===== src/rtl/scc_pkg.sv =====
// Shared types and constants for the second-chance clock replacement block.
// No dependencies; imported by scc_cell and the top level.
`timescale 1ns / 1ps
package scc_pkg;

  localparam int FRAMES_DEF = 16;
  localparam int PAGE_W     = 5;
  localparam int FAULT_W    = 32;
  localparam int IN_W       = 8;

  // Command broadcast from the controller to every cell.
  typedef struct packed {
    logic              hit_upd;
    logic              step;
    logic              wr;
    logic [PAGE_W-1:0] page;
  } scc_cmd_t;

  // Per-cell status; victim fields are zero unless the cell holds the hand.
  typedef struct packed {
    logic              match;
    logic              stop;
    logic              token;
    logic              vic_valid;
    logic              vic_dirty;
    logic [PAGE_W-1:0] vic_page;
  } scc_stat_t;

endpackage


===== src/rtl/second_chance_clock_replacement.sv =====
// Second-chance (clock) page replacement over a ring of FRAMES frame cells.
// A hit first takes the beat, then does the parallel page compare across all
// cells. A fault does the same and then sweeps, since the hand is a token that
// moves one cell per cycle around the ring while it passes set reference bits;
// the fill at the first clear bit waits while the result output is stalled.
// Depends on scc_pkg and scc_cell.
`timescale 1ns / 1ps
module second_chance_clock_replacement #(
  parameter int FRAMES = scc_pkg::FRAMES_DEF,
  parameter int FW     = (FRAMES > 1) ? $clog2(FRAMES) : 1,
  parameter int OUT_W  = ((3 + FW + scc_pkg::PAGE_W + scc_pkg::FAULT_W + 7) / 8) * 8
) (
  input  logic                     clk_i,
  input  logic                     rst_ni,
  input  logic                     s_axis_tvalid,
  output logic                     s_axis_tready,
  // [4:0] page_number, [5] is_write, upper bits zero
  input  logic [scc_pkg::IN_W-1:0] s_axis_tdata,
  output logic                     m_axis_tvalid,
  input  logic                     m_axis_tready,
  // hit, frame_index, victim_valid, victim_page, victim_dirty, fault_count
  output logic [OUT_W-1:0]         m_axis_tdata
);
  import scc_pkg::*;

  typedef enum logic [1:0] {S_IDLE, S_LOOK, S_SWEEP} state_e;

  localparam int PAY_W = 3 + FW + PAGE_W + FAULT_W;

  state_e             state_q;
  logic [PAGE_W-1:0]  req_page_q;
  logic               req_wr_q;
  logic [FAULT_W-1:0] faults_q;
  logic               out_valid_q;
  logic               o_hit_q;
  logic [FW-1:0]      o_frame_q;
  logic               o_vvalid_q;
  logic [PAGE_W-1:0]  o_vpage_q;
  logic               o_vdirty_q;
  logic [FAULT_W-1:0] o_fault_q;

  scc_cmd_t           cmd;
  scc_stat_t          stat [FRAMES];
  logic [FRAMES-1:0]  pass;
  logic [FRAMES-1:0]  match_vec;
  logic [FRAMES-1:0]  token_vec;
  logic [FRAMES-1:0]  stop_vec;
  logic               hit_any;
  logic               stop_any;
  logic               out_free;
  logic               emit;
  logic [FW-1:0]      match_idx;
  logic [FW-1:0]      token_idx;
  logic               vic_valid;
  logic               vic_dirty;
  logic [PAGE_W-1:0]  vic_page;
  logic [FAULT_W-1:0] faults_inc;

  assign out_free = !out_valid_q || m_axis_tready;

  assign cmd.hit_upd = (state_q == S_LOOK) && out_free;
  assign cmd.step    = (state_q == S_SWEEP) && (!stop_any || out_free);
  assign cmd.wr      = req_wr_q;
  assign cmd.page    = req_page_q;

  for (genvar g = 0; g < FRAMES; g++) begin : g_cell
    scc_cell #(
      .HOME ((g == 0) ? 1'b1 : 1'b0)
    ) u_cell (
      .clk_i  (clk_i),
      .rst_ni (rst_ni),
      .cmd_i  (cmd),
      .pass_i (pass[(g + FRAMES - 1) % FRAMES]),
      .pass_o (pass[g]),
      .stat_o (stat[g])
    );
    assign match_vec[g] = stat[g].match;
    assign token_vec[g] = stat[g].token;
    assign stop_vec[g]  = stat[g].stop;
  end

  assign hit_any  = |match_vec;
  assign stop_any = |stop_vec;

  // a result beat is loaded on a hit or when the sweep fills a frame
  assign emit = ((state_q == S_LOOK) && hit_any && out_free) || (cmd.step && stop_any);

  // Encode the one-hot vectors and gather the victim from the hand's cell.
  always_comb begin
    match_idx = '0;
    token_idx = '0;
    vic_valid = 1'b0;
    vic_dirty = 1'b0;
    vic_page  = '0;
    for (int i = 0; i < FRAMES; i++) begin
      if (match_vec[i]) match_idx = match_idx | FW'(i);
      if (token_vec[i]) token_idx = token_idx | FW'(i);
      vic_valid = vic_valid | stat[i].vic_valid;
      vic_dirty = vic_dirty | stat[i].vic_dirty;
      vic_page  = vic_page | stat[i].vic_page;
    end
  end

  assign faults_inc = (faults_q == '1) ? faults_q : faults_q + FAULT_W'(1);

  always_ff @(posedge clk_i or negedge rst_ni) begin
    if (!rst_ni) begin
      state_q     <= S_IDLE;
      req_page_q  <= '0;
      req_wr_q    <= 1'b0;
      faults_q    <= '0;
      out_valid_q <= 1'b0;
      o_hit_q     <= 1'b0;
      o_frame_q   <= '0;
      o_vvalid_q  <= 1'b0;
      o_vpage_q   <= '0;
      o_vdirty_q  <= 1'b0;
      o_fault_q   <= '0;
    end else begin
      if (emit) begin
        out_valid_q <= 1'b1;
      end else if (m_axis_tready) begin
        out_valid_q <= 1'b0;
      end
      unique case (state_q)
        S_IDLE: begin
          if (s_axis_tvalid) begin
            req_page_q <= s_axis_tdata[PAGE_W-1:0];
            req_wr_q   <= s_axis_tdata[PAGE_W];
            state_q    <= S_LOOK;
          end
        end
        S_LOOK: begin
          if (!hit_any) begin
            state_q <= S_SWEEP;
          end else if (out_free) begin
            o_hit_q     <= 1'b1;
            o_frame_q   <= match_idx;
            o_vvalid_q  <= 1'b0;
            o_vpage_q   <= '0;
            o_vdirty_q  <= 1'b0;
            o_fault_q   <= faults_q;
            state_q     <= S_IDLE;
          end
        end
        S_SWEEP: begin
          // fill happens when the hand rests on a clear reference bit and the output is free
          if (cmd.step && stop_any) begin
            faults_q    <= faults_inc;
            o_hit_q     <= 1'b0;
            o_frame_q   <= token_idx;
            o_vvalid_q  <= vic_valid;
            o_vpage_q   <= vic_page;
            o_vdirty_q  <= vic_dirty;
            o_fault_q   <= faults_inc;
            state_q     <= S_IDLE;
          end
        end
        default: state_q <= S_IDLE;
      endcase
    end
  end

  assign s_axis_tready = (state_q == S_IDLE);
  assign m_axis_tvalid = out_valid_q;
  assign m_axis_tdata  = {{(OUT_W - PAY_W){1'b0}}, o_fault_q, o_vdirty_q, o_vpage_q,
                          o_vvalid_q, o_frame_q, o_hit_q};

`ifndef NO_ASSERTIONS
  a_one_hand: assert property (@(posedge clk_i) disable iff (!rst_ni)
    $onehot(token_vec))
    else $error("clock hand token lost or duplicated");

  a_unique_page: assert property (@(posedge clk_i) disable iff (!rst_ni)
    $onehot0(match_vec))
    else $error("page resident in more than one frame");

  a_fill_emits: assert property (@(posedge clk_i) disable iff (!rst_ni)
    (cmd.step && stop_any) |=> (out_valid_q && !o_hit_q && state_q == S_IDLE))
    else $error("fill did not produce a fault beat");

  a_hit_no_victim: assert property (@(posedge clk_i) disable iff (!rst_ni)
    (out_valid_q && o_hit_q) |-> (!o_vvalid_q && !o_vdirty_q))
    else $error("hit beat carries a victim");
`endif

endmodule


===== src/rtl/scc_cell.sv =====
// One frame of the clock ring: valid, page, reference and dirty bits plus
// the hand token that walks from cell to cell. Depends on scc_pkg.
`timescale 1ns / 1ps
module scc_cell #(
  parameter logic HOME = 1'b0
) (
  input  logic              clk_i,
  input  logic              rst_ni,
  input  scc_pkg::scc_cmd_t cmd_i,
  input  logic              pass_i,
  output logic              pass_o,
  output scc_pkg::scc_stat_t stat_o
);
  import scc_pkg::*;

  logic              valid_q, valid_d;
  logic              ref_q, ref_d;
  logic              dirty_q, dirty_d;
  logic              token_q, token_d;
  logic [PAGE_W-1:0] page_q;
  logic              match;
  logic              own_step;
  logic              fill;
  logic              hit_here;

  assign match    = valid_q && (page_q == cmd_i.page);
  assign own_step = cmd_i.step && token_q;
  assign fill     = own_step && !ref_q;
  assign hit_here = cmd_i.hit_upd && match;
  assign pass_o   = own_step;

  always_comb begin
    valid_d = valid_q | fill;
    ref_d   = ref_q;
    dirty_d = dirty_q;
    token_d = token_q;
    if (fill) begin
      ref_d   = 1'b1;
      dirty_d = cmd_i.wr;
    end else if (own_step) begin
      // second chance: clear and pass over
      ref_d = 1'b0;
    end else if (hit_here) begin
      ref_d = 1'b1;
      if (cmd_i.wr) dirty_d = 1'b1;
    end
    if (pass_i) begin
      token_d = 1'b1;
    end else if (own_step) begin
      token_d = 1'b0;
    end
  end

  always_ff @(posedge clk_i or negedge rst_ni) begin
    if (!rst_ni) begin
      valid_q <= 1'b0;
      ref_q   <= 1'b0;
      dirty_q <= 1'b0;
      token_q <= HOME;
    end else begin
      valid_q <= valid_d;
      ref_q   <= ref_d;
      dirty_q <= dirty_d;
      token_q <= token_d;
    end
  end

  always_ff @(posedge clk_i) begin
    if (fill) page_q <= cmd_i.page;
  end

  assign stat_o.match     = match;
  assign stat_o.stop      = token_q && !ref_q;
  assign stat_o.token     = token_q;
  assign stat_o.vic_valid = token_q && valid_q;
  assign stat_o.vic_dirty = token_q && valid_q && dirty_q;
  assign stat_o.vic_page  = (token_q && valid_q) ? page_q : '0;

endmodule


===== config.mk =====
export PLATFORM = sky130hd
export DESIGN_NAME = second_chance_clock_replacement
export DESIGN_NICKNAME = d
export VERILOG_FILES = /design/src/rtl/scc_pkg.sv /design/src/rtl/second_chance_clock_replacement.sv /design/src/rtl/scc_cell.sv
export SDC_FILE = /design/constraint.sdc
export NUM_CORES = 1
export LEC_CHECK = 0
export ABC_AREA = 1
export BUFFER_PORTS_ARGS = -buffer_cell sky130_fd_sc_hd__buf_2
export CORE_AREA = 2 2 177 161
export CTS_BUF_LIST = sky130_fd_sc_hd__clkbuf_16
export CTS_CLUSTER_DIAMETER = 100
export DETAILED_ROUTE_END_ITERATION = 10
export DIE_AREA = 0 0 179 163
export SYNTH_ARGS = -nofsm -noshare
export SYNTH_HDL_FRONTEND = slang
export SYNTH_SLANG_ARGS = --single-unit

===== constraint.sdc =====
create_clock -name clk_i -period 2.3 [get_ports clk_i]
set_input_delay 0.345 -clock clk_i [delete_from_list [all_inputs] [get_ports clk_i]]
set_output_delay 0.345 -clock clk_i [all_outputs]
set_load 0.005 [all_outputs]

==> results.md <==
- Setup CP Type: register to register
- Placer Congestion: roughly 0.93
- Vias in the first global route: 10,500
- Mux cell area share after synthesis: 0%
- CTS max path bufs: 3
- CP arrival: 2690 ps
- Syn-to-layout area delta: 19.18%
- Die width: 179 um
- Skew-Pair Late Insertion Delay: 540 ps
- Global-route wire length before repair: 59,370 um
- RSZ-0062 raised after global routing: yes
- FF+latch count, synth: ~230
- Io pins: 62
- CTS H-tree lvls: 1
- Final setup violation count: 0
- Peak fanout along the critical path: 32
- Die ar.: 29,180 sq um
- # DRC: 0
- Post-synth EDFFs: 80
- Max layer used: met4
- Largest family of logic cells by synthesized area: simple AND/OR/NAND/NOR gates
- MaxCap Viol Count: 0
- Largest net degree at the start of global routing: 57
- Cell area after synthesis: 12,120 sq um
- Xor/xnor cell area share of the yosys netlist: 0.5780%
- Pre-antenna DRT Iters: 7
- Tcrit/Tclk final: about 98%
- Peak Freq: about 440 MHz
- Peak VDD IR: roughly 0.8 mV
- Total inserted antenna cells: 0
- Total number of vias: 11,200
- Max-slew headroom: 52.45%
- Outcome: completed
- CP endpoint kind: register
- Cell Rows: 58
- R2R depth: 14
- Total track usage: 26.61%
- Clk sink count: 229
- Async SR Flop Fraction: between 60% and 70%
- Num CTS Buffers: 26
- Syn Inst Count: 1,590
- Core Util, Final: 52.53%
- Vias/cell: roughly 5.4
- Top FF cell, synth: dfrtp_1
- Final Max Slew Viols: 0
- Post-Syn Area per Cell: 7.624 sq um
- Post-Synth Adder-Cell Area: less than 1%
- Total grt overflow: 0
- Library cells used by synthesis: between 40 and 50
- CTS tree: done
- LEAKAGE: ~7 nW
- PwrDens: 1345 nW/um^2
- Minimum clock period after layout: 2264 ps
- Met3 WL post-DR: 3496 um
- Setup Skew: about 9.3 ps
- Worst Tran Pin Value: 712.5 ps
- Clock root cell: clkbuf_16
- Starting density of the core: 44.08%
- Core area: 27,500 sq um
- Worst Hold Depth: 3
- Die Span Y: 163 um
- PortBufs: 55
- WL met1: 18,580 um
- Per-cell routed wire length: about 18 um
- Yosys warns: 0
- Synth Area in Compound Gates: 8.670%
- Layout cells sized above 1: about 14%
- Wirelength, routed: 38,580 um
- Initial antenna violation count: 0
- Final Hold Viols: 0
- CP Launch Type: register
- DR iter-0 viols: 1,148
- Min-delay worst type: primary input to register
- Antenna viol nets, final: 0
- Met2 Routed Length: 15,670 um
- Required time of the worst setup path: 2730 ps
- Simple-Gate Fraction of Synth Area: 30.95%
- Sequential-to-total area share from yosys stat: between 50% and 60%
- Setup total negative slack: 0 ps
- Nets: 1,723
- CTS clk-pin slew, worst paths: approximately 60 ps
- HPWL Detailed: 28,450 um
## final cells by class
cell class              instances  area (sq um)
multi-input cells            1102          5002
inverters                     201         777.0
flip-flops and latches        229          6137
clock buffers                  27         675.6
fillers                      2640         13060
clock inverters                20         166.4
repair buffers                150          1239
well taps                     360         450.4
## layout by cell type (no fill, tap or decap), drive strengths merged, types with 2 or more instances in the layout
cell type,Yosys,final
dfrtp,148,148
nor3,22,22
inv,201,208
clkbuf,24,30
xor2,8,8
nand4,22,22
nor4,11,11
or2,16,16
o22ai,32,32
nand3b,8,8
nand2,564,564
a211oi,3,3
bufinv,0,3
o21ai,118,118
a21oi,21,21
nor2,117,117
a31oi,2,2
o2bb2ai,5,5
nand3,139,139
conb,1,4
o211ai,2,2
buf,37,146
clkinv,0,9
edfxtp,80,80
## cells in the mapped netlist (5+ instances only)
cell type | count | area (sq um)
nand3_1 | 138 | 690.7
nand2_1 | 562 | 2110
buf_4 | 15 | 112.6
buf_6 | 6 | 67.56
inv_2 | 8 | 30.03
nand3b_1 | 8 | 60.06
o2bb2ai_1 | 5 | 43.79
o21ai_1 | 19 | 95.09
o22ai_1 | 32 | 200.2
inv_1 | 193 | 724.4
xor2_1 | 8 | 70.07
nor2_1 | 116 | 435.4
nand4_1 | 22 | 137.6
edfxtp_1 | 80 | 2402
o21ai_0 | 98 | 490.5
nor3_1 | 22 | 110.1
nor4_1 | 11 | 68.82
clkbuf_1 | 24 | 90.09
or2_2 | 16 | 100.1
dfrtp_1 | 148 | 3704
buf_2 | 13 | 65.06
a21oi_1 | 21 | 105.1
## kinds of logic (layout without fill, tap and decap cells)
group,after synthesis,after routing
simple gates,900,900
buf+inv,262,398
flops,229,229
compound gates,189,189
xor+xnor,8,8
fa+ha+maj,1,1
other cells,1,4
## flip-flops by register name, summed over array words and instances, names as in the netlist
name / count
g_cell.u_cell.page_q: 80
faults_q: 32
o_fault_q: 32
g_cell.u_cell.dirty_q: 16
g_cell.u_cell.ref_q: 16
g_cell.u_cell.token_q: 16
g_cell.u_cell.valid_q: 16
o_vpage_q: 5
req_page_q: 5
o_frame_q: 4
state_q: 2
m_axis_tvalid: 1
o_hit_q: 1
o_vdirty_q: 1
o_vvalid_q: 1
req_wr_q: 1
## worst paths after layout
| check | slack [ps] | start | to |
|---|---|---|---|
| max | 40 | req_page_q[3] | o_fault_q[1] |
| min in group asynchronous | 340 | rst_ni | o_fault_q[30] |
| max reg2reg | 40 | req_page_q[3] | o_fault_q[1] |
| max in group asynchronous | 1260 | rst_ni | g_cell[0].u_cell.token_q |
| min | 70 | s_axis_tdata[3] | req_page_q[3] |
| min reg2reg | 480 | g_cell[14].u_cell.dirty_q | g_cell[14].u_cell.dirty_q |
## where the power goes
group	total, W	switching [W]	internal [W]
clock network	0.00416	0.00171	0.00245
logic	0.00872	0.00551	0.00321
registers	0.00656	0.000964	0.00560
total	0.0194	0.00818	0.0113
## through the flow
| stage | cells | power, W | worst slack [ps] | area (sq um) | hold slack [ps] |
|---|---|---|---|---|---|
| CTS | 2080 | 0.01891 | 21.25 | 14180 | 58.07 |
| detailed placement | 2032 | 0.01465 | -60.72 | 13290 | 374.4 |
| finish | 2089 | 0.01943 | 36.18 | 14450 | 74.87 |
| floorplan | 1593 | 0.01141 | 158.9 | 12130 | 49.41 |
| global placement | 2032 | 0.01449 | -17.78 | 13290 | 366.8 |
| global route | 2089 | 0.02075 | -50.40 | 14450 | 71.08 |
## repair_timing
action                     CTS  global route
buffers inserted             0             5
setup endpoints to repair   60            79
pin swaps                    0            13
hold endpoints to repair    52             0
gates resized for setup     14            38
gates cloned                 0             4
hold buffers                 1             0
## worst max-delay path: stages (launching register included)
cell	delay [ps]
dfrtp_2	520
buf_12	170
buf_4	120
nand2_1	60
nand2_1	70
nor2_1	50
nand3_1	120
nand2_1	100
nor2_2	160
nand2_2	110
o21ai_4	230
nand2_4	100
buf_12	170
nand2_1	80
nand2_1	50
## metal layers
metal | global-route usage, % | vias up
met5 | 0 | -
met4 | 6.098 | 0
met3 | 4.388 | 59
met2 | 37.97 | 484
met1 | 41.81 | 5287
li1 | - | 5369
No activity file was read; power rests on OpenSTA's default activity.
